## config.mk

```make
export PLATFORM = sky130hd
export DESIGN_NAME = ipmd_coef
export DESIGN_NICKNAME = d
export VERILOG_FILES = /design/src/rtl/core/ipmd_pkg.sv /design/src/rtl/core/ipmd_coef.sv
export SDC_FILE = /design/constraint.sdc
export NUM_CORES = 1
export LEC_CHECK = 0
export BUFFER_PORTS_ARGS = -buffer_cell sky130_fd_sc_hd__buf_2
export CORE_MARGIN = 2
export CORE_UTILIZATION = 25
export CTS_CLUSTER_DIAMETER = 60
export CTS_CLUSTER_SIZE = 24
export DETAILED_ROUTE_END_ITERATION = 7
export GPL_TIMING_DRIVEN = 0
export PLACE_DENSITY = 0.41
export SYNTH_ARGS = -nofsm -noshare
export SYNTH_HDL_FRONTEND = slang
export SYNTH_SLANG_ARGS = --single-unit
export TNS_END_PERCENT = 20
```

## constraint.sdc

```tcl
create_clock -name clk -period 12.3 [get_ports clk]
set_clock_uncertainty 0.05 [all_clocks]
set_input_delay 1.23 -clock clk [delete_from_list [all_inputs] [get_ports clk]]
set_output_delay 1.23 -clock clk [all_outputs]
set_load 0.01 [all_outputs]
```

## src/rtl/core/ipmd_pkg.sv

```systemverilog
// Package for the incremental PID motor drive: widths, fixed constants,
// register index codes and the structs passed between the pipeline modules.
// Depends on nothing; every other file imports it.
package ipmd_pkg;

    // Control tick length and PWM counter period.
    localparam int TICK_PERIOD = 10;
    localparam int PWM_PERIOD  = 4199;

    // Field widths.
    localparam int SPEED_W   = 16;
    localparam int ERR_W     = SPEED_W + 1;
    localparam int GAIN_W    = 24;
    localparam int ACC_W     = 32;
    localparam int FRAC_W    = 16;
    localparam int IPART_W   = ACC_W - FRAC_W;
    localparam int MAG_W     = IPART_W + 1;
    localparam int DUTY_W    = 13;
    localparam int CFG_IDX_W = 2;

    // Division of a gain (or twice a gain) by the tick period is done as a
    // multiply by a rounded-up reciprocal. The shift is chosen so that the
    // rounding error never reaches the next integer for operands below 2^25.
    localparam int DIV_IN_W  = GAIN_W + 1;
    localparam int T_LOG     = $clog2(TICK_PERIOD);
    localparam int DIV_SHIFT = DIV_IN_W + T_LOG;
    localparam int RECIP_W   = DIV_IN_W + 2;
    localparam logic [RECIP_W-1:0] DIV_RECIP =
        RECIP_W'(((64'd1 << DIV_SHIFT) + 64'(TICK_PERIOD) - 64'd1) / 64'(TICK_PERIOD));
    localparam int DIV_PROD_W = DIV_IN_W + RECIP_W;

    // Coefficient, product and sum widths.
    localparam int Q_W    = GAIN_W + T_LOG + 3;
    localparam int PROD_W = Q_W + ERR_W;
    localparam int SUM_W  = PROD_W + 3;

    // Register index codes of the configuration port.
    typedef enum logic [CFG_IDX_W-1:0] {
        REG_PROP_GAIN  = 2'd0,
        REG_INTEG_GAIN = 2'd1,
        REG_DERIV_GAIN = 2'd2
    } cfg_reg_t;

    // Velocity-form coefficients, signed Q.16.
    typedef struct packed {
        logic signed [Q_W-1:0] q0;
        logic signed [Q_W-1:0] q1;
        logic signed [Q_W-1:0] q2;
    } coef_t;

    // Error history: newest, previous and the one before.
    typedef struct packed {
        logic signed [ERR_W-1:0] e0;
        logic signed [ERR_W-1:0] e1;
        logic signed [ERR_W-1:0] e2;
    } err_hist_t;

    // Per-stage load strobes of the pipeline.
    typedef struct packed {
        logic s1_load;
        logic s2_load;
        logic s3_load;
        logic out_load;
    } pipe_ctl_t;

endpackage

```

## src/rtl/core/ipmd_coef.sv

```systemverilog
// Gain registers and the registered velocity-form coefficients q0, q1, q2.
// Depends on ipmd_pkg.
module ipmd_coef import ipmd_pkg::*;
(
    input  logic                 clk,
    input  logic                 rst_n,
    input  logic                 wr_en,
    input  logic [CFG_IDX_W-1:0] wr_index,
    input  logic [GAIN_W-1:0]    wr_data,
    output coef_t                coef
);

    localparam logic [GAIN_W-1:0] KP_RESET = GAIN_W'(327680);
    localparam logic [GAIN_W-1:0] KI_RESET = GAIN_W'(655);
    localparam logic [GAIN_W-1:0] KD_RESET = GAIN_W'(655);
    localparam logic [Q_W-1:0]    TICK_Q   = Q_W'(TICK_PERIOD);

    logic [GAIN_W-1:0]     kp_reg, ki_reg, kd_reg;
    logic [DIV_PROD_W-1:0] kd_div_prod, kd2_div_prod;
    logic [Q_W-1:0]        kd_t, kd2_t, ki_t;
    coef_t                 coef_reg, coef_next;

    always_ff @(posedge clk or negedge rst_n)
    begin
        if (!rst_n)
        begin
            kp_reg <= KP_RESET;
            ki_reg <= KI_RESET;
            kd_reg <= KD_RESET;
        end
        else if (wr_en)
        begin
            case (cfg_reg_t'(wr_index))
                REG_PROP_GAIN:  kp_reg <= wr_data;
                REG_INTEG_GAIN: ki_reg <= wr_data;
                REG_DERIV_GAIN: kd_reg <= wr_data;
                default:        ;
            endcase
        end
    end

    // floor(Kd/T) and floor(2Kd/T) by reciprocal multiply, then the sums.
    always_comb
    begin
        kd_div_prod  = DIV_PROD_W'(kd_reg) * DIV_PROD_W'(DIV_RECIP);
        kd2_div_prod = DIV_PROD_W'({kd_reg, 1'b0}) * DIV_PROD_W'(DIV_RECIP);
        kd_t         = Q_W'(kd_div_prod >> DIV_SHIFT);
        kd2_t        = Q_W'(kd2_div_prod >> DIV_SHIFT);
        ki_t         = Q_W'(ki_reg) * TICK_Q;
        coef_next.q0 = Q_W'(kp_reg) + kd_t;
        coef_next.q1 = ki_t - kd2_t - Q_W'(kp_reg);
        coef_next.q2 = -kd_t;
    end

    // Follows the gains in the next cycle.
    always_ff @(posedge clk)
    begin
        coef_reg <= coef_next;
    end

    assign coef = coef_reg;

endmodule

```

Word level (Yosys, flattened, before mapping)
Index checks and enable logic that the tools add are counted.

$add $sub $neg: 4. $mul: 3. Equality and inequality tests: 2. Reduce and logical (&&, ||, !) cells: 4.

Operators by type and width (count): 24-bit by 24-bit multiplier with 48-bit output, second input constant (2); 21-bit negation with 31-bit output (1); 29-bit by 25-bit subtractor with 30-bit output (1); 28-bit by 22-bit subtractor with 29-bit output (1); 24-bit by 3-bit multiplier with 27-bit output, second input constant (1); 24-bit by 21-bit adder with 25-bit output (1); 2-bit AND reduction (3); 2-bit by 1-bit == test with 1-bit output, second input constant (1); 2-bit == test, second input constant (1); 2-bit zero test (1).

Bits in registers: 158. Bits of input ports: 29. Output and inout bits: 93.

Logic depth before layout (Yosys ltp)
Depth after elaboration: 3. Gate-level depth with buffers: 47. Mapped depth without buffers: 47.

Least setup slack after synthesis
No wires, ideal clock.

Kind: reg-to-reg. From: register kd_reg[2]. To: register coef_reg (netlist bit coef[59]). Setup time: 0.121 ns. Data arrival time: 9.904 ns. Required time: 12.129 ns. Path slack: 2.225 ns. Cell stages (with the launch flop): 45. Buffers on the path: 1. Clock period less this slack: 10.075 ns. Cells stage by stage: dfstp_2 ha_1 xor2_1 ha_1 or2_2 fa_1 fa_1 fa_1 fa_1 inv_1 fa_1 inv_1 ha_1 buf_2 nand4_1 nor3_1 nand3_1 a21oi_1 [9 not listed] nor2_1 o21ai_0 nand2b_1 a21oi_1 xnor2_1 ha_1 nor2_1 nor2_1 a31oi_1 o21ai_0 a31o_2 a41oi_1 or3_1 o21a_1 o21a_1 and2_1 a41oi_1 a21oi_1.

RTL lines: start, declared (line ipmd_coef.sv:18) `logic [GAIN_W-1:0] kp_reg, ki_reg, kd_reg;`; start signal, assigned (line ipmd_coef.sv:36) `REG_DERIV_GAIN: kd_reg <= wr_data;`; end signal, assigned (line ipmd_coef.sv:58) `coef_reg <= coef_next;`; end, declared (line ipmd_coef.sv:21) `coef_t coef_reg, coef_next;`.

==> results.cfg <==
[logic_synthesis]
synth.distinct_cells = 100
synth_enable_flop_cells = 0
yosys-top-cells-area = ha_1 (22%), fa_1 (19%), dfxtp_1 (8.2%), inv_1 (7.2%), dfrtp_1 (6.9%)
netlist_instances = 2215
ys_ff_latch = 158
yosys_warnings = 0
syn_area_per_cell_um2 = 9.49
ys_seq_area_frac = 0.168
synth_ff_type = dfxtp_1
synth_top_area_share = 0.224
syn_area_um2 = 21000
synth_area_leader_cell = ha_1
async_flop_share = 0.456

[timing]
final-hold-violation-count = 0
tightest_slew_ps = 969
rsz0062_at_grt = yes
setup-violations-final = 0
finalMaxSlewViolations = 0
fmax_mhz = 85.1
max-slew-margin-rel = 0.354
fin_crit_ps = 11750
fin_crit_sh = 0.955

[worst_setup_path]
crit_type = reg -> reg
r2r_cells = 39
worstPathArrival_ps = 12030
max_stage_delay_ps = 780
ff2ff_setup_slack_ps = 550
cp-start-kind = register
path_buf_inv = 5
endpoint_kind = register
r2r-start = kd_reg[2]
cp_top_family = adder cells
critPathRequiredTime_ps = 12590
slowest_stage = dfstp_2
r2r_end = coef[59]
crit_fanout = 12

[global_route]
grt_pass1_wl_um = 102000
overflow = 0
grt_max_degree = 52
grt_pass1_vias = 17200
antenna_found_initial = 0
grt.total_usage = 0.154

[min_path]
worstHoldStart = kp_reg[21]
hold-path-endpoint = coef[83]
hold_path_depth = 1
hold_class = reg -> reg

[cells_and_area]
largest_register_ffs = 86
syn2layout_area_growth_pct = 12.6
fillCellCount = 8830
num_antenna_cells = 0
final_util = 0.284
nets = 2964
drive_gt1_frac = 0.121

[routing]
vias = 15800
firstDrtPassIters = 5
wl_per_cell_um = 18.8
drt_iter0_markers = 760
drc_errors = 0
ant_nets = 0
routed_wl_um = 64900
post_drt_via_cell_ratio = 4.59

[clocking]
clock_sinks = 158
clkTransAtPathRegs_ps = 70
cts_buffer_depth = 2
postCtsHoldBufs = 0
cts_made_buffers = 17
htreeDepth = 4
cts_setup_buffers = 0
cts_root_buf = clkbuf_16
clk_latency_ps = 460
cts_tree = built

[floorplan]
core_area_um2 = 83400
io_pins = 122
die-area_um2 = 86400
start_util = 0.252
die_h_um = 294
die_w_um = 294
placementRows = 106

[status]
outcome = complete, no violations

[placement]
io_buffers = 115
dp_hpwl_um = 56300
routabilityCongestion = 0.868

[job]
max_cap_viol_count = 0
==> cell usage after synthesis (13+ instances only) <==
cell type	n
xor2_1	66
dfrtp_1	58
dfxtp_1	86
nand4_1	20
nor3_1	27
a211oi_1	16
fa_1	202
inv_1	402
o21a_1	21
ha_1	377
o211ai_1	16
nand2b_1	19
clkbuf_1	19
xnor2_1	106
nand2_1	124
nand3_1	28
and3_1	13
o21ai_0	83
nor2b_1	14
nor2_1	94
o21bai_1	17
a21o_1	43
dfstp_2	14
mux2_2	49
a21oi_1	114
==> worst register-to-register path: cells and delay by family, from the launching register on <==
kind / cells / cell delay [ps]
AOI/OAI and AO/OA: 10 / 2390
xor gates and xnor gates: 3 / 930
adders and majority gates: 10 / 4240
buffers and inverters: 5 / 550
DFF: 1 / 780
and+or+nand+nor: 11 / 2660
==> placed cells by master, fill, tap and decap left out, drive strengths merged, types with 13 or more instances in the layout <==
master and n:
dfstp 14, a21oi 115, nand2b 19, dfxtp 86
nand4 22, o21a 21, fa 202, ha 377
nand2 124, o21ai 89, nand3 29, o211ai 17
o21bai 18, a21o 43, nor2b 15, buf 130
clkbuf 38, dfrtp 58, xnor2 109, xor2 68
inv 410, and3 13, nor3 28, mux2 49
nor2 94, a211oi 20
==> layout make-up <==
class / count / area (um2) / area share
Buffer: 32 / 156 / 0.00661
Clock buffer: 19 / 443 / 0.0187
Clock inverter: 13 / 130 / 0.00550
Inverter: 404 / 1520 / 0.0642
Multi-Input combinational cell: 1626 / 15900 / 0.672
Sequential cell: 158 / 3560 / 0.150
Tap cell: 1080 / 1350 / 0.0571
Timing Repair Buffer: 117 / 611 / 0.0258
==> stage by stage <==
step           area [um2]  hold slack [ps]  TNS (ps)  std cells  setup slack [ps]
4_1_cts             23600              477         0       3449               107
3_5_place_dp        23000              452      -208       3417              -208
6_report            23700              468         0       3449               555
2_1_floorplan       21000              402         0       2220              2220
3_3_place_gp        23000              447     -3870       3415              -791
5_1_grt             23700              494     -14.5       3449             -14.5
==> cell families (layout without fill, tap and decap cells) <==
group | Yosys count | in the layout | share of synthesized area
compound gates | 415 | 415 | 0.132
xor+xnor | 181 | 181 | 0.0810
fa+ha+maj | 583 | 583 | 0.419
buf+inv | 436 | 585 | 0.0797
flops | 158 | 158 | 0.168
mux | 50 | 50 | 0.0267
other cells | 1 | 6 | 0.000178
simple gates | 391 | 391 | 0.0930
==> repair_timing <==
action,in CTS,in global routing
endpoints found under the setup margin,2,9
resized for setup,1,23
cloned,0,0
pin swaps,0,0
==> routing by layer <==
| layer | global-route usage | wire, um |
|---|---|---|
| met1 | 0.207 | 30700 |
| met2 | 0.273 | 32200 |
| met3 | 0.00838 | 1060 |
| met4 | 0.0330 | 938 |
| met5 | 0 | 0 |
==> worst max path at each step <==
stage	to	slack, ps	cells past startpoint	from
6_report	coef[59]	550	39	kd_reg[2]
5_1_grt	coef[59]	-10	44	kd_reg[2]
2_1_floorplan	coef[59]	2220	44	kd_reg[2]
3_5_place_dp	coef[59]	-210	44	kd_reg[14]
3_3_place_gp	coef[60]	-790	40	kd_reg[13]
4_1_cts	coef[60]	110	41	kd_reg[13]
Power is left out: the tool's default activity adds up to more than one toggle a clock period on the data nets, which glitch-free logic cannot reach.
