### config.mk
export PLATFORM = sky130hd
export DESIGN_NAME = ipmd_accum
export DESIGN_NICKNAME = d
export VERILOG_FILES = /design/src/rtl/core/ipmd_pkg.sv /design/src/rtl/core/ipmd_accum.sv
export SDC_FILE = /design/constraint.sdc
export NUM_CORES = 2
export LEC_CHECK = 0
export ABC_CLOCK_PERIOD_IN_PS = 5800
export BUFFER_PORTS_ARGS = -buffer_cell sky130_fd_sc_hd__buf_2
export CAP_MARGIN = 10
export CORE_MARGIN = 10
export CORE_UTILIZATION = 50
export CTS_CLUSTER_SIZE = 24
export DETAILED_ROUTE_END_ITERATION = 6
export PLACE_DENSITY = 0.72
export SYNTH_ARGS = -nofsm -noshare
export SYNTH_HDL_FRONTEND = slang
export SYNTH_SLANG_ARGS = --single-unit
### constraint.sdc
create_clock -name clk -period 5.8 [get_ports clk]
set_clock_uncertainty 0.05 [all_clocks]
set_input_delay 0.87 -clock clk [delete_from_list [all_inputs] [get_ports clk]]
set_output_delay 0.87 -clock clk [all_outputs]
set_load 0.02 [all_outputs]
### src/rtl/core/ipmd_pkg.sv
// Package for the incremental PID motor drive: widths, fixed constants,
// register index codes and the structs passed between the pipeline modules.
// Depends on nothing; every other file imports it.
package ipmd_pkg;

    // Control tick length and PWM counter period.
    localparam int TICK_PERIOD = 10;
    localparam int PWM_PERIOD  = 4199;

    // Field widths.
    localparam int SPEED_W   = 16;
    localparam int ERR_W     = SPEED_W + 1;
    localparam int GAIN_W    = 24;
    localparam int ACC_W     = 32;
    localparam int FRAC_W    = 16;
    localparam int IPART_W   = ACC_W - FRAC_W;
    localparam int MAG_W     = IPART_W + 1;
    localparam int DUTY_W    = 13;
    localparam int CFG_IDX_W = 2;

    // Division of a gain (or twice a gain) by the tick period is done as a
    // multiply by a rounded-up reciprocal. The shift is chosen so that the
    // rounding error never reaches the next integer for operands below 2^25.
    localparam int DIV_IN_W  = GAIN_W + 1;
    localparam int T_LOG     = $clog2(TICK_PERIOD);
    localparam int DIV_SHIFT = DIV_IN_W + T_LOG;
    localparam int RECIP_W   = DIV_IN_W + 2;
    localparam logic [RECIP_W-1:0] DIV_RECIP =
        RECIP_W'(((64'd1 << DIV_SHIFT) + 64'(TICK_PERIOD) - 64'd1) / 64'(TICK_PERIOD));
    localparam int DIV_PROD_W = DIV_IN_W + RECIP_W;

    // Coefficient, product and sum widths.
    localparam int Q_W    = GAIN_W + T_LOG + 3;
    localparam int PROD_W = Q_W + ERR_W;
    localparam int SUM_W  = PROD_W + 3;

    // Register index codes of the configuration port.
    typedef enum logic [CFG_IDX_W-1:0] {
        REG_PROP_GAIN  = 2'd0,
        REG_INTEG_GAIN = 2'd1,
        REG_DERIV_GAIN = 2'd2
    } cfg_reg_t;

    // Velocity-form coefficients, signed Q.16.
    typedef struct packed {
        logic signed [Q_W-1:0] q0;
        logic signed [Q_W-1:0] q1;
        logic signed [Q_W-1:0] q2;
    } coef_t;

    // Error history: newest, previous and the one before.
    typedef struct packed {
        logic signed [ERR_W-1:0] e0;
        logic signed [ERR_W-1:0] e1;
        logic signed [ERR_W-1:0] e2;
    } err_hist_t;

    // Per-stage load strobes of the pipeline.
    typedef struct packed {
        logic s1_load;
        logic s2_load;
        logic s3_load;
        logic out_load;
    } pipe_ctl_t;

endpackage

### src/rtl/core/ipmd_accum.sv
// Second and third pipeline stages: three registered products, then the
// saturating Q16.16 accumulator update. Depends on ipmd_pkg.
module ipmd_accum import ipmd_pkg::*;
(
    input  logic                    clk,
    input  logic                    rst_n,
    input  pipe_ctl_t               ctl,
    input  coef_t                   coef,
    input  err_hist_t               hist,
    output logic signed [ACC_W-1:0] accum
);

    localparam logic signed [ACC_W-1:0] ACC_MAX = {1'b0, {(ACC_W-1){1'b1}}};
    localparam logic signed [ACC_W-1:0] ACC_MIN = {1'b1, {(ACC_W-1){1'b0}}};

    logic signed [PROD_W-1:0] prod0_reg, prod1_reg, prod2_reg;
    logic signed [PROD_W-1:0] prod0_next, prod1_next, prod2_next;
    logic signed [SUM_W-1:0]  sum;
    logic signed [ACC_W-1:0]  accum_reg, accum_next;
    logic                     sum_fits;

    always_comb
    begin
        prod0_next = PROD_W'(coef.q0) * PROD_W'(hist.e0);
        prod1_next = PROD_W'(coef.q1) * PROD_W'(hist.e1);
        prod2_next = PROD_W'(coef.q2) * PROD_W'(hist.e2);
    end

    always_ff @(posedge clk)
    begin
        if (ctl.s2_load)
        begin
            prod0_reg <= prod0_next;
            prod1_reg <= prod1_next;
            prod2_reg <= prod2_next;
        end
    end

    // The sum fits when every bit above the Q16.16 sign equals that sign.
    always_comb
    begin
        sum = SUM_W'(prod0_reg) + SUM_W'(prod1_reg) + SUM_W'(prod2_reg) + SUM_W'(accum_reg);
        sum_fits = (sum[SUM_W-1:ACC_W-1] == '0) || (sum[SUM_W-1:ACC_W-1] == '1);
        if (sum_fits)
            accum_next = sum[ACC_W-1:0];
        else if (sum[SUM_W-1])
            accum_next = ACC_MIN;
        else
            accum_next = ACC_MAX;
    end

    always_ff @(posedge clk or negedge rst_n)
    begin
        if (!rst_n)
            accum_reg <= '0;
        else if (ctl.s3_load)
            accum_reg <= accum_next;
    end

    assign accum = accum_reg;

endmodule

Yosys cells after proc, flatten, opt, wreduce, memory -nomap -nowiden --
Cells that the tools add are included.
Word-level totals: logic and storage cells 15, input port bits 150, bits in registers 176, output and inout port bits 32
Operators by class: reductions and logical operators 2, multipliers 3, eq/ne operators 1, muxes and demuxes 2, add/subtract/negate cells 3
Operators with widths (number):
- 31-bit by 17-bit multiplier with 48-bit output | 3
- 32-bit two-way mux | 2
- 50-bit by 32-bit adder with 51-bit output | 1
- 49-bit by 48-bit adder with 50-bit output | 1
- 48-bit by 48-bit adder with 49-bit output | 1
- 20-bit == test (second input constant) | 1
- 20-bit logical NOT | 1
- 1-bit logical OR | 1

Logic depth before layout (Yosys ltp) --
depth in word-level cells 6, gate-level depth with buffers 26, mapped depth without buffers 25

Worst setup path before layout --
No wires, ideal clock.
kind input -> register, from input port coef[7] (netlist bit), to register prod2_reg[46], data pin, slack -1486 ps, cell stages on the path 24, library setup time 264 ps, data required time 5486 ps, arrival time 6972 ps, buffers on the path 1, cell sequence clkbuf_1 nand2_1 fa_1 inv_1 fa_1 inv_1 fa_1 inv_1 fa_1 fa_1 inv_1 fa_1 inv_1 ha_1 a21o_1 a211o_1 nand2b_1 o2111a_1 o31ai_1 a211oi_1 o311ai_0 o21ai_0 a221oi_1 xnor2_1
Between the ends: word-level cells in the longest chain between the ends 1
Ends and longest elaborated chain:
- start: declaration | RTL line ipmd_accum.sv:8 | input coef_t coef,
- 31-bit by 17-bit multiplier with 48-bit output | RTL line ipmd_accum.sv:26 | prod2_next = PROD_W'(coef.q2) * PROD_W'(hist.e2);
- named net prod2_next[46] | RTL line ipmd_accum.sv:17 | logic signed [PROD_W-1:0] prod0_next, prod1_next, prod2_next;
- end signal: assignment | RTL line ipmd_accum.sv:35 | prod2_reg <= prod2_next;
- end: declaration | RTL line ipmd_accum.sv:16 | logic signed [PROD_W-1:0] prod0_reg, prod1_reg, prod2_reg;
The timed path passes the listed nets, and every way through them passes these cells. A chain may end at the register's enable or synchronous reset.

Worst setup path after layout --
from input port coef[40] (netlist bit), to register prod1_reg[45], data pin
Between the ends: word-level cells in the longest chain between the ends 1
Ends and longest elaborated chain:
- 31-bit by 17-bit multiplier with 48-bit output | RTL line ipmd_accum.sv:25 | prod1_next = PROD_W'(coef.q1) * PROD_W'(hist.e1);
- named net prod1_next[45] | RTL line ipmd_accum.sv:17
- end signal: assignment | RTL line ipmd_accum.sv:34 | prod1_reg <= prod1_next;
- end: declaration | RTL line ipmd_accum.sv:16
The timed path passes the listed nets, and every way through them passes these cells.

==> impl_metrics.tcl <==
set metrics [dict create \
    synthDominantCellAreaShare_pct 49.9 \
    ant_nets 0 \
    synth-adder-area-share_pct 57.4 \
    grt_pass1_vias 55700 \
    drv_cap 0 \
    dr.pass1.iters 5 \
    critPathCaptureType "register" \
    netlist_area_um2 64800 \
    num_io_pins 182 \
    fp.dieW_um 380 \
    antenna_found_initial 14 \
    synth_area_leader_cell "fa_1" \
    final_cell_mix "fa_1, inv_1, nand2_1, buf_4, and2_1" \
    cts_root_buf "clkbuf_16" \
    layout-drive-gt1-share_pct 21.1 \
    regToRegSetupSlack_ns 0.27 \
    drc 0 \
    cp.required_ns 5.95 \
    rsz0062_at_grt "true" \
    synthArstFlopShare_pct 18.2 \
    setup_violations 86 \
    multi_input_area_um2 55100 \
    fin_crit_ns 6.70 \
    htreeDepth 4 \
    syn_to_final_growth_pct 21.0 \
    ys_seq_elements 176 \
    fin_area_um2 78400 \
    synth_area_per_cell_um2 9.46 \
    clk_latency_ns 0.46 \
    synth_top_family_by_area "adder cells" \
    fmax_ghz 0.149 \
    grt-ovfl-total 0 \
    startpoint_type "primary input" \
    status "finished, violations left" \
    ys_types 81 \
    layout_commonest_cell "fa_1" \
    drv_slew 0 \
    die_h_um 380 \
    synth_mux_area_share_pct 0.110 \
    worst_pin_slew_ns 0.912 \
    slew_headroom_pct 39.2 \
    place_ws_ns -1.61 \
    crit_end "prod1_reg[45]$_DFFE_PP_" \
    stdcell_count 9504 \
    cp_max_fo 4 \
    initial_core_util_pct 50.2 \
    viasPerCell 5.28 \
    core_area_um2 129000 \
    clk_pin_slew_ns 0.07 \
    yosys.area_share.simple_pct 15.5 \
    synth_fp_nets 9001 \
    ys.flop_type "edfxtp_1" \
    worst_r2r_path_depth 17 \
    clockBufferDepth 2 \
    routed_wl_mm 176 \
    drt_iter0_drc 3069 \
    seq_area_um2 5120 \
    yosys-top-cells-area "fa_1, inv_1, ha_1" \
    layout_setup_ws_ns -0.902 \
    synth-edff-count 144 \
    synth_xor_area_share_pct 2.46 \
    grt_start_max_net_pins 92 \
    wl_per_cell_um 18.5 \
    ctsHoldBuffers 0 \
    grt_pass1_wl_mm 289 \
    dpl.cell_count 9362 \
    r2r_end "accum[1]$_DFFE_PN0P_" \
    cts_tree "yes" \
    min_period_over_period_pct 116 \
    hold_violations 0 \
    yosysWarnings 0 \
    dpl.hpwl_mm 151 \
    rr_startpoint "prod1_reg[0]$_DFFE_PP_" \
    port_buffers 179 \
    crit_start "coef[40]" \
    die_area_um2 144000 \
    rows 132 \
    cp.arrival_ns 6.86 \
    cts.sinks 176 \
    ys_seq_area_share_pct 7.91 \
    worstHoldPathType "in2async" \
    routabilityCongestion 0.953 \
    path_class "in2reg" \
    synth_compound_area_share_pct 5.99 \
    vias 50200 \
    fillers 10600 \
    nets 9897 \
    synth_cells 6847 \
    place_area_um2 74400 \
    gr-usage-all-layers_pct 24.6 \
    violations "negative setup slack" \
    cts_buffers 17 \
]
## kinds of logic (layout without fill, tap and decap cells)
| group | after synthesis | count (layout) |
|---|---|---|
| XOR/XNOR | 182 | 182 |
| AND/OR/NAND/NOR | 2062 | 2062 |
| adder cells (fa/ha/maj) | 2004 | 2004 |
| AO/OA/AOI/OAI | 590 | 590 |
| buffers and inverters | 1826 | 2735 |
| multiplexers | 7 | 7 |
| other | 0 | 6 |
| flip-flops | 176 | 176 |
## per-stage QoR
stage | TNS (ns) | util (%) | hold WS, ns
after floorplan | -37.03 | - | 0.524
after global placement | -94.58 | 57.6 | 0.544
after detailed placement | -101.51 | 57.6 | 0.549
after CTS | -40.78 | 60.1 | 0.469
after global routing | -55.50 | 60.7 | 0.506
final | -41.33 | 60.7 | 0.458
## worst min path at each step
stage	to	cells past startpoint
floorplan	accum[0]$_DFFE_PN0P_	0
CTS	accum[1]$_DFFE_PN0P_	1
global route	accum[6]$_DFFE_PN0P_	1
finish	accum[1]$_DFFE_PN0P_	1
global placement	accum[3]$_DFFE_PN0P_	2
detailed placement	accum[3]$_DFFE_PN0P_	2
## synthesized netlist by cell type (30+ instances only)
cell         n
and2_1     690
fa_1      1615
xor2_1      54
dfrtp_1     32
nand2_1    927
clkbuf_1   262
a311oi_1    30
nor2_1     211
edfxtp_1   144
nand3_1     35
nor3_1      32
nand4_1     32
xnor2_1    128
nand2b_1    42
ha_1       389
a21o_1      81
o21ai_0    104
a21oi_1    174
inv_1     1545
## per-layer routing
layer  GRT usage [%]  up-vias  share of wire [%]
met3            3.49      423                6.0
met5               0        -              0.044
met4            8.81       12                4.0
met2            42.1     1655                 50
met1            32.0    25900                 40
li1                -    22200                  -
## final cells by class
cell class              count  area share, %
diodes                      6         0.0191
clock inverters            14          0.176
clock buffers              18          0.547
multi-input cells        4845           70.3
flip-flops and latches    176           6.54
repair buffers           1155           12.3
inverters                1548           7.42
well taps                1742           2.78
## worst max-delay path, stage by stage
cell      delay, ns
buf_2          0.14
buf_4          0.17
nand2_1        0.08
fa_1           0.37
inv_1          0.09
fa_1           0.46
fa_1           0.57
fa_2           0.45
fa_1           0.56
inv_2          0.05
fa_1           0.49
inv_1          0.04
ha_2           0.16
a21o_1         0.17
a21o_1         0.17
a21o_1         0.19
a221oi_2       0.26
o21bai_1       0.09
a221o_1        0.35
a41o_1         0.23
o41a_1         0.40
a21oi_4        0.21
a311o_1        0.19
o211ai_1       0.08
## repair_timing
item	CTS	global route
setup buffers	87	36
gates cloned	4	0
endpoints found under the setup margin	97	126
gates resized for setup	516	148
pin swaps	237	148
Power is left out: the tool's default activity adds up to more than one toggle a clock period on the data nets, which glitch-free logic cannot reach.
