[config.mk]
export PLATFORM = sky130hd
export DESIGN_NAME = ipmd_drive_out
export DESIGN_NICKNAME = d
export VERILOG_FILES = /design/src/rtl/core/ipmd_pkg.sv /design/src/rtl/core/ipmd_drive_out.sv
export SDC_FILE = /design/constraint.sdc
export NUM_CORES = 1
export LEC_CHECK = 0
export BUFFER_PORTS_ARGS = -buffer_cell sky130_fd_sc_hd__clkbuf_2
export CAP_MARGIN = 20
export CORE_MARGIN = 3
export CORE_UTILIZATION = 54
export CTS_CLUSTER_SIZE = 10
export DETAILED_ROUTE_END_ITERATION = 10
export PLACE_DENSITY = 0.85
export REMOVE_ABC_BUFFERS = 1
export SLEW_MARGIN = 15
export SYNTH_ARGS = -nofsm -noshare
export SYNTH_HDL_FRONTEND = slang
export SYNTH_SLANG_ARGS = --single-unit
[constraint.sdc]
create_clock -name clk -period 5.2 [get_ports clk]
set_input_delay 1.04 -clock clk [delete_from_list [all_inputs] [get_ports clk]]
set_output_delay 1.04 -clock clk [all_outputs]
set_load 0.01 [all_outputs]
[src/rtl/core/ipmd_pkg.sv]
// Package for the incremental PID motor drive: widths, fixed constants,
// register index codes and the structs passed between the pipeline modules.
// Depends on nothing; every other file imports it.
package ipmd_pkg;

    // Control tick length and PWM counter period.
    localparam int TICK_PERIOD = 10;
    localparam int PWM_PERIOD  = 4199;

    // Field widths.
    localparam int SPEED_W   = 16;
    localparam int ERR_W     = SPEED_W + 1;
    localparam int GAIN_W    = 24;
    localparam int ACC_W     = 32;
    localparam int FRAC_W    = 16;
    localparam int IPART_W   = ACC_W - FRAC_W;
    localparam int MAG_W     = IPART_W + 1;
    localparam int DUTY_W    = 13;
    localparam int CFG_IDX_W = 2;

    // Division of a gain (or twice a gain) by the tick period is done as a
    // multiply by a rounded-up reciprocal. The shift is chosen so that the
    // rounding error never reaches the next integer for operands below 2^25.
    localparam int DIV_IN_W  = GAIN_W + 1;
    localparam int T_LOG     = $clog2(TICK_PERIOD);
    localparam int DIV_SHIFT = DIV_IN_W + T_LOG;
    localparam int RECIP_W   = DIV_IN_W + 2;
    localparam logic [RECIP_W-1:0] DIV_RECIP =
        RECIP_W'(((64'd1 << DIV_SHIFT) + 64'(TICK_PERIOD) - 64'd1) / 64'(TICK_PERIOD));
    localparam int DIV_PROD_W = DIV_IN_W + RECIP_W;

    // Coefficient, product and sum widths.
    localparam int Q_W    = GAIN_W + T_LOG + 3;
    localparam int PROD_W = Q_W + ERR_W;
    localparam int SUM_W  = PROD_W + 3;

    // Register index codes of the configuration port.
    typedef enum logic [CFG_IDX_W-1:0] {
        REG_PROP_GAIN  = 2'd0,
        REG_INTEG_GAIN = 2'd1,
        REG_DERIV_GAIN = 2'd2
    } cfg_reg_t;

    // Velocity-form coefficients, signed Q.16.
    typedef struct packed {
        logic signed [Q_W-1:0] q0;
        logic signed [Q_W-1:0] q1;
        logic signed [Q_W-1:0] q2;
    } coef_t;

    // Error history: newest, previous and the one before.
    typedef struct packed {
        logic signed [ERR_W-1:0] e0;
        logic signed [ERR_W-1:0] e1;
        logic signed [ERR_W-1:0] e2;
    } err_hist_t;

    // Per-stage load strobes of the pipeline.
    typedef struct packed {
        logic s1_load;
        logic s2_load;
        logic s3_load;
        logic out_load;
    } pipe_ctl_t;

endpackage

[src/rtl/core/ipmd_drive_out.sv]
// Output stage: integer part of the drive, direction and clamped PWM compare,
// held in the result register. Depends on ipmd_pkg.
module ipmd_drive_out import ipmd_pkg::*;
(
    input  logic                    clk,
    input  pipe_ctl_t               ctl,
    input  logic signed [ACC_W-1:0] accum,
    output logic                    drive_ccw,
    output logic [DUTY_W-1:0]       pwm_duty,
    output logic signed [ACC_W-1:0] drive_value
);

    localparam logic signed [ACC_W-1:0] FRAC_ROUND = ACC_W'((1 << FRAC_W) - 1);
    localparam logic [MAG_W-1:0]        PWM_MAX    = MAG_W'(PWM_PERIOD);

    logic signed [ACC_W-1:0]   biased;
    logic signed [IPART_W-1:0] ipart;
    logic [MAG_W-1:0]          mag;
    logic [MAG_W-1:0]          mag_clamped;
    logic                      ccw_next;
    logic                      ccw_reg;
    logic [DUTY_W-1:0]         duty_reg;
    logic signed [ACC_W-1:0]   value_reg;

    // Truncation toward zero: bias negative values before the shift.
    always_comb
    begin
        biased      = accum + (accum[ACC_W-1] ? FRAC_ROUND : '0);
        ipart       = IPART_W'(biased >>> FRAC_W);
        mag         = ipart[IPART_W-1] ? -MAG_W'(ipart) : MAG_W'(ipart);
        mag_clamped = (mag > PWM_MAX) ? PWM_MAX : mag;
        ccw_next    = !ipart[IPART_W-1] && (ipart != '0);
    end

    always_ff @(posedge clk)
    begin
        if (ctl.out_load)
        begin
            ccw_reg   <= ccw_next;
            duty_reg  <= mag_clamped[DUTY_W-1:0];
            value_reg <= accum;
        end
    end

    assign drive_ccw   = ccw_reg;
    assign pwm_duty    = duty_reg;
    assign drive_value = value_reg;

endmodule

# After elaboration in Yosys (flattened, before gate mapping)
# Index checks and enable logic that the tools add are counted.
dict set report op_classes {
  n_mux 2
  order_cmp 1
  reduce_logical 3
  n_addsub 2
}
# op n
set op_table {}
lappend op_table {{32-bit by 16-bit adder with 32-bit output} 1}
lappend op_table {{17-bit by 13-bit > comparator with 1-bit output, second input constant} 1}
lappend op_table {{17-bit 2-to-1 mux} 1}
lappend op_table {{16-bit negation with 17-bit output} 1}
lappend op_table {{16-bit 2-to-1 mux} 1}
lappend op_table {{16-bit nonzero test} 1}
lappend op_table {{1-bit logical AND} 1}
lappend op_table {{1-bit zero test} 1}
dict set report word_totals {
  out_inout_bits 46
  input_bits 37
  ff_bits 46
  word_cells 11
}

# Longest topological paths before layout
dict set report logic_depth {
  ltp_word 5
  mapped_depth 16
  ltp_nobuf 16
}

# Least setup slack after synthesis
# No wires, ideal clock.
dict set report synth_timing {
  path_type {input -> register}
  startpoint {input port accum[14]}
  endpoint {register duty_reg[3] (netlist: pwm_duty[3]) (data pin)}
  arrival_ps 4295
  setup_ps 255
  t_required_ps 4945
  setup_slack_ps 649
  stages 16
  n_path_buf 0
  path_cell_list {ha_1 -> a21oi_1 -> o21ai_0 -> a221oi_2 -> nand2_1 -> xnor2_1 -> ha_1 -> nand2b_1 -> nor4_1 -> a221o_1 -> nor2_1 -> o31ai_2 -> xor2_1 -> o31ai_1 -> o22a_2 -> and3_1}
}
dict set report synth_between {
  elab_chain_cells 4
}
# element line_no
set synth_rtl {}
lappend synth_rtl {{start, declared} ipmd_drive_out.sv:7} ;# input logic signed [ACC_W-1:0] accum,
lappend synth_rtl {{32-bit by 16-bit adder with 32-bit output (*)} ipmd_drive_out.sv:28} ;# biased = accum + (accum[ACC_W-1] ? FRAC_ROUND : '0);
lappend synth_rtl {{16-bit negation with 17-bit output} ipmd_drive_out.sv:30} ;# mag = ipart[IPART_W-1] ? -MAG_W'(ipart) : MAG_W'(ipart);
lappend synth_rtl {{17-bit 2-to-1 mux (*)} ipmd_drive_out.sv:30}
lappend synth_rtl {{17-bit by 13-bit > comparator with 1-bit output} ipmd_drive_out.sv:31} ;# mag_clamped = (mag > PWM_MAX) ? PWM_MAX : mag;
lappend synth_rtl {{end signal, assigned} ipmd_drive_out.sv:40} ;# duty_reg <= mag_clamped[DUTY_W-1:0];
lappend synth_rtl {{end, declared} ipmd_drive_out.sv:22} ;# logic [DUTY_W-1:0] duty_reg;
# Every way passes the cells marked *; elsewhere a longest branch is shown, timed or not.
# A chain may end at the register's enable or synchronous reset.

# Final worst setup path
dict set report layout_timing {
  startpoint {input port accum[31]}
  endpoint {register duty_reg[1] (netlist: pwm_duty[1]) (data pin)}
}
dict set report layout_between {
  elab_chain_cells 5
}
# element line_no
set layout_rtl {}
lappend layout_rtl {{16-bit 2-to-1 mux} ipmd_drive_out.sv:28}
lappend layout_rtl {{32-bit by 16-bit adder with 32-bit output (*)} ipmd_drive_out.sv:28}
lappend layout_rtl {{16-bit negation with 17-bit output} ipmd_drive_out.sv:30}
lappend layout_rtl {{17-bit 2-to-1 mux (*)} ipmd_drive_out.sv:30}
lappend layout_rtl {{17-bit by 13-bit > comparator with 1-bit output} ipmd_drive_out.sv:31}
# Marks and branches as above.

==> results.sh <==
export IMPL_status="completed"
export IMPL_critPathCaptureType="flop"
export IMPL_core_area_um2=5610
export IMPL_synth_largest_area_cell="edfxtp_1"
export IMPL_dp_hpwl_mm=5.55
export IMPL_slew_violations=0
export IMPL_drt_iter0_markers=215
export IMPL_clk_pin_slew_ns=0.09
export IMPL_io_pins=83
export IMPL_hold_depth=1
export IMPL_arrival_ns=4.90
export IMPL_setup_viol=0
export IMPL_cts_sink_count=46
export IMPL_crit_required_ns=5.23
export IMPL_hp_start="accum[6]"
export IMPL_yosys_warnings=0
export IMPL_max_slew_margin_rel_pct=34.3
export IMPL_hold_path_class="in2reg"
export IMPL_synth_seq_cells=46
export IMPL_dieArea_um2=6860
export IMPL_io_buffers=79
export IMPL_wl_mm=7.53
export IMPL_fin_tns_setup_ns=0
export IMPL_powerDensity_nw_per_um2=259
export IMPL_synth_area_leaders="edfxtp_1 43%, ha_1 6.3%, xnor2_1 4.4%"
export IMPL_remaining_drc_errors=0
export IMPL_syn2layout_area_growth_pct=20.1
export IMPL_ys_flop_type="edfxtp_1"
export IMPL_die_x_um=82.9
export IMPL_ctsHoldBuffers=0
export IMPL_grt_max_degree=47
export IMPL_critPathKind="in2reg"
export IMPL_min_to="drive_value[6]"
export IMPL_grt_pass1_vias=2682
export IMPL_cp_max_fo=13
export IMPL_synthCells=299
export IMPL_post_cts_buffers=0
export IMPL_dr_pass1_iters=5
export IMPL_htree_levels=2
export IMPL_fmax_mhz=205
export IMPL_via_count=2854
export IMPL_detail_route_antenna_nets=0
export IMPL_grt_ovfl_total=0
export IMPL_grt_setup_unrepaired="false"
export IMPL_p_leak_nw=1.52
export IMPL_hold_viol=0
export IMPL_cts_buffer_depth=2
export IMPL_p_total_w=0.000991
export IMPL_gp_congestion=0.882
export IMPL_vias_per_cell=6.19
export IMPL_dp_slack_ns=0.130
export IMPL_synth_edf_count=46
export IMPL_antenna_found_initial=0
export IMPL_wl_per_cell_um=16.3
export IMPL_rows=27
export IMPL_cts_made_buffers=5
export IMPL_worst_slew_pin_slew_ns=0.986
export IMPL_syn_area_per_cell_um2=10.7
export IMPL_synthArstFlopShare_pct=0
export IMPL_synth_top_area_share_pct=43.3
export IMPL_cap_violations=0
export IMPL_yosysMostFrequentCell="edfxtp_1"
export IMPL_n_antenna_cell=0
export IMPL_startpoint_type="primary input"
export IMPL_layout_drive_gt1_share_pct=31.6
export IMPL_vdd_drop_max_mv=0.121
export IMPL_groute_usage_overall_pct=22.2
export IMPL_synth_seq_area_share_pct=43.3
export IMPL_clockRootBuffer="clkbuf_8"
export IMPL_yosys_top_cells_count="46 x edfxtp_1, 29 x nand2_1, 21 x a21oi_1"
export IMPL_cts_tree="done"
export IMPL_ys_types=72
export IMPL_period_share_pct=93.7
export IMPL_die_h_um=82.9
export IMPL_syn_area_um2=3190
export IMPL_grt_pass1_wl_mm=12.7
export IMPL_setup_ws_ns=0.330
export IMPL_cts_resized=0
export IMPL_initial_core_util_pct=56.9
export IMPL_layout_min_cycle_time_ns=4.87
export IMPL_holdWs_ns=0.928
export IMPL_nets=441
## registers in the layout, indices dropped and copies added, names as in the netlist
signal and count:
drive_value 32, drive_ccw 1, pwm_duty 13
## kinds of logic after synthesis
group / share of synthesized area (%)
buf+inv: 2.59
compound gates: 21.4
xor+xnor: 7.34
mux: 1.45
simple gates: 17.7
fa+ha+maj: 6.28
flops: 43.3
## worst max-delay path, cell delays in order
cell and delay (ns):
clkbuf_2 0.21, ha_1 0.41, a21oi_1 0.21, o21ai_0 0.18, a221oi_2 0.36, nand2_1 0.16, o21bai_1 0.23, ha_1 0.25
nand2b_1 0.12, nor4_1 0.06, a221o_1 0.30, nor2_1 0.27, nor3_4 0.12, a2111oi_1 0.41, a311o_1 0.21, a31o_4 0.21
o2111ai_1 0.13
## worst max-delay path by stage
stage              start  cells after the start          end
2_1_floorplan  accum[14]                     16  pwm_duty[3]
3_3_place_gp   accum[31]                     17  pwm_duty[3]
3_5_place_dp   accum[31]                     17  pwm_duty[4]
4_1_cts        accum[31]                     17  pwm_duty[4]
5_1_grt        accum[31]                     17  pwm_duty[1]
6_report       accum[31]                     17  pwm_duty[1]
## power by group
part | internal (W) | total [W] | switching (W) | leakage [nW]
clock network | 0.000190 | 0.000312 | 0.000122 | 0.0658
registers | 0.000440 | 0.000447 | 0.00000674 | 0.450
logic | 0.0000900 | 0.000232 | 0.000142 | 1.01
## area by class of cell
cell class	instances	area [um^2]
Clock inverter	3	63.8
Inverter	8	30.0
Clock buffer	5	68.8
Tap cell	72	90.1
Fill cell	434	1780
Timing Repair Buffer	89	470
Sequential cell	46	1380
Multi-Input combinational cell	238	1730
## routing by layer
metal / vias up / part of all wire, % / global-route usage [%]
li1: 1351 / - / -
met1: 1357 / 43 / 29.6
met2: 132 / 48 / 36.0
met3: 14 / 7.1 / 5.16
met4: 0 / 1.9 / 6.54
met5: - / 0 / 0
## stage by stage
stage	util [%]	cells	instance area, um^2
after floorplan	-	292	3140
after global placement	65.9	453	3700
after detailed placement	65.9	453	3700
after CTS	68.3	461	3830
after global routing	68.3	461	3830
final	68.3	461	3830
## placed cells by master (no fill, tap or decap), drive strengths merged, types with 3 or more instances in the layout
cell type / n
clkbuf: 83
edfxtp: 46
nand2: 30
a21oi: 22
nor2: 19
xnor2: 17
o21ai: 17
ha: 16
nand3: 15
buf: 11
a211oi: 8
inv: 8
nor3: 8
nand4: 8
and3: 8
xor2: 8
a2111oi: 5
o211ai: 4
o22ai: 4
and2: 4
a41oi: 3
o21bai: 3
nand2b: 3
nor4: 3
Note: power is estimated with default switching activity, not from simulation.
