[config.mk]
export PLATFORM = sky130hd
export DESIGN_NAME = ipmd_err_hist
export DESIGN_NICKNAME = d
export VERILOG_FILES = /design/src/rtl/core/ipmd_pkg.sv /design/src/rtl/core/ipmd_err_hist.sv
export SDC_FILE = /design/constraint.sdc
export NUM_CORES = 1
export LEC_CHECK = 0
export BUFFER_PORTS_ARGS = -buffer_cell sky130_fd_sc_hd__clkbuf_2
export CELL_PAD_IN_SITES_DETAIL_PLACEMENT = 0
export CELL_PAD_IN_SITES_GLOBAL_PLACEMENT = 1
export CORE_MARGIN = 1.5
export CORE_UTILIZATION = 43
export CTS_CLUSTER_SIZE = 24
export DETAILED_ROUTE_END_ITERATION = 7
export PLACE_DENSITY_LB_ADDON = 0.1
export SYNTH_ARGS = -nofsm -noshare
export SYNTH_HDL_FRONTEND = slang
export SYNTH_SLANG_ARGS = --single-unit
[constraint.sdc]
create_clock -name clk -period 1.95 [get_ports clk]
set_clock_uncertainty 0.15 [all_clocks]
set_input_delay 0.0975 -clock clk [delete_from_list [all_inputs] [get_ports clk]]
set_output_delay 0.0975 -clock clk [all_outputs]
set_load 0.01 [all_outputs]
[src/rtl/core/ipmd_pkg.sv]
// Package for the incremental PID motor drive: widths, fixed constants,
// register index codes and the structs passed between the pipeline modules.
// Depends on nothing; every other file imports it.
package ipmd_pkg;

    // Control tick length and PWM counter period.
    localparam int TICK_PERIOD = 10;
    localparam int PWM_PERIOD  = 4199;

    // Field widths.
    localparam int SPEED_W   = 16;
    localparam int ERR_W     = SPEED_W + 1;
    localparam int GAIN_W    = 24;
    localparam int ACC_W     = 32;
    localparam int FRAC_W    = 16;
    localparam int IPART_W   = ACC_W - FRAC_W;
    localparam int MAG_W     = IPART_W + 1;
    localparam int DUTY_W    = 13;
    localparam int CFG_IDX_W = 2;

    // Division of a gain (or twice a gain) by the tick period is done as a
    // multiply by a rounded-up reciprocal. The shift is chosen so that the
    // rounding error never reaches the next integer for operands below 2^25.
    localparam int DIV_IN_W  = GAIN_W + 1;
    localparam int T_LOG     = $clog2(TICK_PERIOD);
    localparam int DIV_SHIFT = DIV_IN_W + T_LOG;
    localparam int RECIP_W   = DIV_IN_W + 2;
    localparam logic [RECIP_W-1:0] DIV_RECIP =
        RECIP_W'(((64'd1 << DIV_SHIFT) + 64'(TICK_PERIOD) - 64'd1) / 64'(TICK_PERIOD));
    localparam int DIV_PROD_W = DIV_IN_W + RECIP_W;

    // Coefficient, product and sum widths.
    localparam int Q_W    = GAIN_W + T_LOG + 3;
    localparam int PROD_W = Q_W + ERR_W;
    localparam int SUM_W  = PROD_W + 3;

    // Register index codes of the configuration port.
    typedef enum logic [CFG_IDX_W-1:0] {
        REG_PROP_GAIN  = 2'd0,
        REG_INTEG_GAIN = 2'd1,
        REG_DERIV_GAIN = 2'd2
    } cfg_reg_t;

    // Velocity-form coefficients, signed Q.16.
    typedef struct packed {
        logic signed [Q_W-1:0] q0;
        logic signed [Q_W-1:0] q1;
        logic signed [Q_W-1:0] q2;
    } coef_t;

    // Error history: newest, previous and the one before.
    typedef struct packed {
        logic signed [ERR_W-1:0] e0;
        logic signed [ERR_W-1:0] e1;
        logic signed [ERR_W-1:0] e2;
    } err_hist_t;

    // Per-stage load strobes of the pipeline.
    typedef struct packed {
        logic s1_load;
        logic s2_load;
        logic s3_load;
        logic out_load;
    } pipe_ctl_t;

endpackage

[src/rtl/core/ipmd_err_hist.sv]
// First pipeline stage: forms the new speed error and shifts the history.
// Depends on ipmd_pkg.
module ipmd_err_hist import ipmd_pkg::*;
(
    input  logic                      clk,
    input  logic                      rst_n,
    input  pipe_ctl_t                 ctl,
    input  logic signed [SPEED_W-1:0] speed_setpoint,
    input  logic signed [SPEED_W-1:0] measured_speed,
    output err_hist_t                 hist
);

    err_hist_t hist_reg, hist_next;

    always_comb
    begin
        hist_next.e0 = ERR_W'(speed_setpoint) - ERR_W'(measured_speed);
        hist_next.e1 = hist_reg.e0;
        hist_next.e2 = hist_reg.e1;
    end

    always_ff @(posedge clk or negedge rst_n)
    begin
        if (!rst_n)
            hist_reg <= '0;
        else if (ctl.s1_load)
            hist_reg <= hist_next;
    end

    assign hist = hist_reg;

endmodule

# After elaboration in Yosys (flattened, before gate mapping)
# Cells that the tools add are included.
word_totals:
  elab_cells: 4
  reg_bits: 51
  out_inout_bits: 51
  input_bits: 38
op_classes:
  add_sub_neg: 1
op_table:
  columns: ["op", "n"]
  rows:
  - ["$sub A16 B16 Y17", 1]

# Longest topological paths before layout
# Gate-level depths: netlist of run 1.
logic_depth:
  depth_word: 1
  mapped_depth: 8
  mapped_depth_nobuf: 8

# Worst setup path before layout of run 1
# No wires, ideal clock.
synth_timing:
  path_kind: "input to register"
  startpoint: "in speed_setpoint[0]"
  endpoint: "reg hist_reg, in the netlist hist[46]"
  setup_time_ns: 0.120
  arrival_time_ns: 1.699
  path_stages: 8
  slack_ns: -0.018
  path_cell_list: "inv_1 > ha_1 > fa_1 > and2b_4 > o2111ai_2 > a211oi_1 > o21ai_0 > a31o_1"
synth_via:
  elab_chain_cells: 1
synth_lines:
  columns: ["element", "line", "source"]
  rows:
  - ["from (decl)", "ipmd_err_hist.sv:8", "input logic signed [SPEED_W-1:0] speed_setpoint,"]
  - ["$sub A16 B16 Y17", "ipmd_err_hist.sv:17", "hist_next.e0 = ERR_W'(speed_setpoint) - ERR_W'(measured_speed);"]
  - ["to (signal assigned)", "ipmd_err_hist.sv:27", "hist_reg <= hist_next;"]
  - ["to (decl)", "ipmd_err_hist.sv:13", "err_hist_t hist_reg, hist_next;"]
# Every way passes these cells.
# A chain may end at the register's enable or synchronous reset.

# Worst setup path in the final report of run 1
layout_timing:
  startpoint: "in speed_setpoint[0]"
  endpoint: "reg hist_reg, in the netlist hist[48]"
# The elaborated chain is that of the path after synthesis.

==> results.md, run 1 <==
* Reg-to-reg endpoint: hist[47]
* Flop-to-flop setup slack at 820 ps
* CTS Buf Count at 5
* Final net count at 419
* DIE HEIGHT at 87.2 um
* Proportion of layout cells with a drive suffix above 1 at 0.447
* Number of synthesized flops with an enable pin at 0
* TritonCTS clock tree: built
* Cell family with most CP delay: compound AO/OA/AOI/OAI gates
* Sequential share of the synthesized area at 0.419
* Bufs on Longest Clock Path at 2
* Drt total wl at 6160 um
* Total gr overflow at 0
* Asr flop ratio synth at 1.00
* Area Overhead vs Synth at 18.9%
* Clk slew on worst S/H paths at 90 ps
* Status: finished, final reports clean
* Synth Flop Type: dfrtp_1
* Design Power at 3.18 mW
* Post-route ant nets at 0
* Overall Global Routing Usage at 0.176
* Fin crit period at 1790 ps
* RSZ-0062 raised after global routing: no
* Crit-path max cell delay at 380 ps
* Synthesized area at 3050 um2
* Global-route wire length before repair at 10,500 um
* Vias in the first global route at 2,160
* Drt wl/cell at 13.4 um
* Num Clock Sinks at 51
* Die ar. at 7600 um2
* Initial drt markers at 74
* Setup TNS at 0 ps
* Max reg flops at 51
* Worst path cell trace: clkbuf_2 > inv_1 > ha_1 > fa_1 > and2b_4 > o2111ai_2 > a211oi_1 > nor3_1 > o31ai_1
* Gpl congestion at 0.914
* Hold Path Class: in -> reg
* Max Cap Violations at 0
* Tcrit/Tclk final at 0.916
* TritonRoute pass-1 iters at 4
* Worst Setup Start Kind: primary input
* Crit. Startpoint: speed_setpoint[0]
* Largest net degree at the start of global routing at 32
* Post-DR vias/cell at 4.89
* Core area at 6830 um2
* Leak at 1.78 nW
* Worst-Skew Late Latency at 300 ps
* VDD IR-drop max at 0.267 mV
* Boundary Pins at 89
* Worst setup endpoint: hist[48]
* Average size of a mapped cell at 10.5 um2
* Least-Margin Pin Slew at 563 ps
* R2R Path Start: hist[47]
* WP data required at 2010 ps
* Setup CP Type: in -> reg
* Cell variety after synth at 48
* Stages on worst setup path at 9
* Max frequency at 560 MHz
* Yosys warns at 0
* Pwr Density at 878 nW/um2
* ANT cells at 0
* Initial antenna violation count at 0
* Initial core utilization at 0.446
* Final Max Tran Viols at 0
* Num rows at 30
* Buf/Inv on CP at 2
* Final setup viols at 0
* Syn Inst Count at 291
* Slowest CP cell: fa_1
* Data arrival time of the worst path at 1840 ps
* Most common cell after layout, fill and taps aside: clkbuf_2
* Fin. Hold Viols at 0
* H-tree depth at 2
* Post-CTS Setup Bufs at 0
* Residual DRC at 0
* Commonest cells after routing, fill and taps aside: clkbuf_2, dfrtp_1, mux2_2
* Vias at 2,256
* I/O Buffers at 85
* Cells on worst reg2reg path at 3
* Fin util at 0.530
* PostCTS Resize Cnt at 0
* Slew Limit Headroom at 0.625
* #FFs+latches synth at 51
* Root Driver: clkbuf_8
* Die X at 87.2 um
* Hpwl dp at 4860 um
* Critical path endpoint category: flop
* Crit Path Max Fanout at 3
* Mapped Nets at 346
[cell families (layout without fill, tap and decap cells)]
kind of cell | after synthesis | count (layout) | synth area share
flip-flops | 51 | 51 | 0.419
AO/OA/AOI/OAI | 57 | 57 | 0.133
multiplexers | 41 | 41 | 0.151
AND/OR/NAND/NOR | 54 | 54 | 0.0854
buffers and inverters | 66 | 140 | 0.126
XOR/XNOR | 5 | 5 | 0.0144
adder cells (fa/ha/maj) | 17 | 17 | 0.0723
[cell type report]
cell class                      instances  area, um2
Clock buffer                            6       82.6
Clock inverter                          2       16.3
Fill cell                             684       3210
Inverter                               20       75.1
Multi-Input combinational cell        174       1390
Sequential cell                        51       1280
Tap cell                               96        120
Timing Repair Buffer                  112        661
[through the flow]
step / instances / setup slack (ps) / hold WS [ps] / instance area (um2)
floorplan: 291 / 9.05 / -348 / 3050
global placement: 450 / -121 / -27.7 / 3490
detailed placement: 450 / -172 / -32.5 / 3490
CTS: 461 / 147 / 5.18 / 3620
global route: 461 / 45.7 / 39.8 / 3620
finish: 461 / 165 / 10.3 / 3620
[power breakdown]
group / switching, mW / internal, mW / leakage [nW] / total [mW]
Clock: 0.339 / 0.290 / 0.0474 / 0.629
Combinational: 0.517 / 0.551 / 1.12 / 1.07
Sequential: 0.170 / 1.32 / 0.611 / 1.49
Total: 1.03 / 2.16 / 1.78 / 3.18
[metal layers]
layer  part of all wire  track usage  routed length (um)
met4              0.011       0.0433                  65
met3              0.044       0.0341                 272
met5                  0            0                   0
met1               0.49        0.248                3020
met2               0.46        0.279                2800
[worst min path at each step]
stage,startpoint,to,slack [ps],cells after the start
after detailed placement,rst_n,hist[20],-30,1
after CTS,speed_setpoint[14],hist[50],5,3
after global placement,rst_n,hist[2],-30,1
final,speed_setpoint[14],hist[50],10,3
after global routing,speed_setpoint[14],hist[50],40,3
after floorplan,rst_n,hist[0],-350,0
[synth_stat cells (2+ instances only)]
master / instances / area [um2]
dfrtp_1: 51 / 1280
mux2_2: 39 / 439
buf_4: 34 / 255
nand2_1: 23 / 86.3
inv_1: 19 / 71.3
ha_1: 16 / 200
o21ai_0: 14 / 70.1
a21oi_1: 13 / 65.1
nor2_1: 10 / 37.5
buf_1: 5 / 18.8
nand2b_1: 5 / 31.3
a211oi_1: 4 / 30.0
buf_2: 4 / 20.0
nand4_1: 4 / 25.0
xnor2_1: 4 / 35.0
and2_1: 3 / 18.8
o21a_1: 3 / 22.5
o311ai_0: 3 / 26.3
a21o_1: 2 / 15.0
a21oi_4: 2 / 32.5
clkbuf_2: 2 / 10.0
mux2i_1: 2 / 20.0
nand3_1: 2 / 10.0
o31ai_1: 2 / 15.0
or3_1: 2 / 12.5
[what timing repair did]
action | 4_1_cts | 5_1_grt
setup endpoints to repair | 0 | 0
hold buffers | 3 | 0
endpoints found under the hold margin | 22 | 0
[worst reg2reg max path, stage by stage (launching register included)]
cell     delay (ps)
dfrtp_1         420
inv_1            80
o32ai_1          70
or3_1           300
No activity file was read; power rests on OpenSTA's default activity.
==> run 2: changes to the inputs <==
--- a/config.mk
+++ b/config.mk
@@ -9,7 +9,7 @@
 export CELL_PAD_IN_SITES_DETAIL_PLACEMENT = 0
 export CELL_PAD_IN_SITES_GLOBAL_PLACEMENT = 1
 export CORE_MARGIN = 1.5
-export CORE_UTILIZATION = 43
+export CORE_UTILIZATION = 36
 export CTS_CLUSTER_SIZE = 24
 export DETAILED_ROUTE_END_ITERATION = 7
 export PLACE_DENSITY_LB_ADDON = 0.1
==> constraint.sdc (replaced) <==
create_clock -name clk -period 1.5 [get_ports clk]
set_clock_uncertainty 0.15 [all_clocks]
set_input_delay 0.075 -clock clk [delete_from_list [all_inputs] [get_ports clk]]
set_output_delay 0.075 -clock clk [all_outputs]
set_load 0.01 [all_outputs]
==> results.md, run 2 (same netlist as run 1, synthesis figures left out) <==
* Status: complete, but fails checks
* Failing checks: setup timing
* H-tree depth at 2
* TritonCTS clock tree: built
* CTS Buf Count at 5
* Max Cap Violations at 0
* Initial core utilization at 0.371
* Drt wl/cell at 13.3 um
* Drt total wl at 6540 um
* Total gr overflow at 0
* Leak at 1.91 nW
* Data arrival time of the worst path at 1690 ps
* # fillers at 771
* Core area at 8220 um2
* Hpwl dp at 5300 um
* Worst Setup Start Kind: primary input
* Gpl congestion at 0.821
* Area Overhead vs Synth at 34.0%
* Num rows at 33
* Max reg flops at 51
* I/O Buffers at 85
* Tcrit/Tclk final at 1.09
* Largest net degree at the start of global routing at 52
* ANT cells at 0
* Boundary Pins at 89
* Share of total power in combinational logic at 0.351
* Die ar. at 9020 um2
* Worst-Skew Late Latency at 310 ps
* Setup CP Type: in -> reg
* Internal at 3.05 mW
* Commonest cells after routing, fill and taps aside: clkbuf_2, dfrtp_1, buf_4
* Num Clock Sinks at 51
* Final setup viols at 6
* Pwr Density at 1100 nW/um2
* P_sw at 1.43 mW
* Design Power at 4.48 mW
* Vias in the first global route at 2,067
* Residual DRC at 0
* Clock Power Share at 0.217
* Post-DR vias/cell at 4.72
* Setup ws final at -136 ps
* Switching part of the total at 0.320
* Crit Path Max Fanout at 3
* Bufs on Longest Clock Path at 2
* RSZ-0062 raised after global routing: yes
* Fin crit period at 1640 ps
* Root Driver: clkbuf_8
* Post-route insts no fill at 491
* TritonRoute pass-1 iters at 4
* Global-route wire length before repair at 10,500 um
* Vias at 2,317
* Max frequency at 611 MHz
* Seq pwr share at 0.433
* Least-Margin Pin Slew at 383 ps
* Overall Global Routing Usage at 0.152
* Clk slew on worst S/H paths at 100 ps
* Slew Limit Headroom at 0.743
* Proportion of layout cells with a drive suffix above 1 at 0.562
* Critical path endpoint category: flop
* WP data required at 1560 ps
* VDD IR-drop max at 0.447 mV
* Fin. Hold Viols at 0
* Die X at 95.0 um
* Final net count at 440
* Initial drt markers at 92
* Hold Path Class: in -> reg
* Most common cell after layout, fill and taps aside: clkbuf_2
* Placed cells at 477
* Final Max Tran Viols at 0
* Post-route ant nets at 0
* Initial antenna violation count at 0
* DIE HEIGHT at 95.0 um
-- run 2: worst paths after layout --
path                                    startpoint        to  slack [ps]  cells after the start
max in group asynchronous                    rst_n  hist[43]         820                      3
worst min-delay path            measured_speed[15]  hist[50]          20                      4
min in group asynchronous                    rst_n  hist[35]         130                      3
worst min register to register            hist[11]  hist[11]         360                      1
worst max register to register            hist[47]  hist[47]         390                      3
worst max-delay path             speed_setpoint[0]  hist[46]        -140                     10
-- run 2: metal layers --
layer	global-route usage	share of wire
met1	0.228	0.51
met2	0.226	0.44
met3	0.0225	0.043
met4	0.0410	0.012
met5	0	0
-- run 2: critical path: stages --
cell       delay (ps)
buf_8              80
inv_8              30
ha_4              150
fa_2              330
and2b_4           270
o2111ai_4         130
buf_6             150
a211oi_2          190
o21ai_1            80
a31o_1            200
-- run 2: stage by stage --
step | setup TNS (ps) | setup slack, ps | utilization | hold slack (ps) | instance area (um2)
3_5_place_dp | -4770 | -541 | 0.470 | -59.1 | 3860
5_1_grt | -715 | -175 | 0.497 | 37.0 | 4080
6_report | -408 | -136 | 0.497 | 22.8 | 4080
3_3_place_gp | -4430 | -470 | 0.470 | -55.6 | 3860
4_1_cts | -654 | -178 | 0.493 | 27.6 | 4050
2_1_floorplan | -1300 | -250 | - | -371 | 3310
-- run 2: power by group through the flow --
stage	clock [mW]	sequential, mW	combinational [mW]
after CTS	1.00	1.95	1.58
final	0.970	1.94	1.57
after detailed placement	0	1.98	1.56
after global placement	0	1.96	1.54
after floorplan	0	1.97	1.12
after global routing	1.08	1.99	1.74
-- run 2: what timing repair did --
item                       in CTS  in global routing
hold buffers                    4                  0
hold endpoints to repair       53                  0
pin swaps                       6                  5
setup endpoints to repair       7                 10
resized for setup               2                  8
setup buffers                   2                  0
-- run 2: cell type report --
class	instances	area [um2]	share of cell area
clock buffers	5	68.8	0.0169
clock inverters	3	46.3	0.0113
inverters	20	108	0.0264
multi-input cells	174	1620	0.396
flip-flops and latches	51	1280	0.313
well taps	105	131	0.0322
repair buffers	133	835	0.204
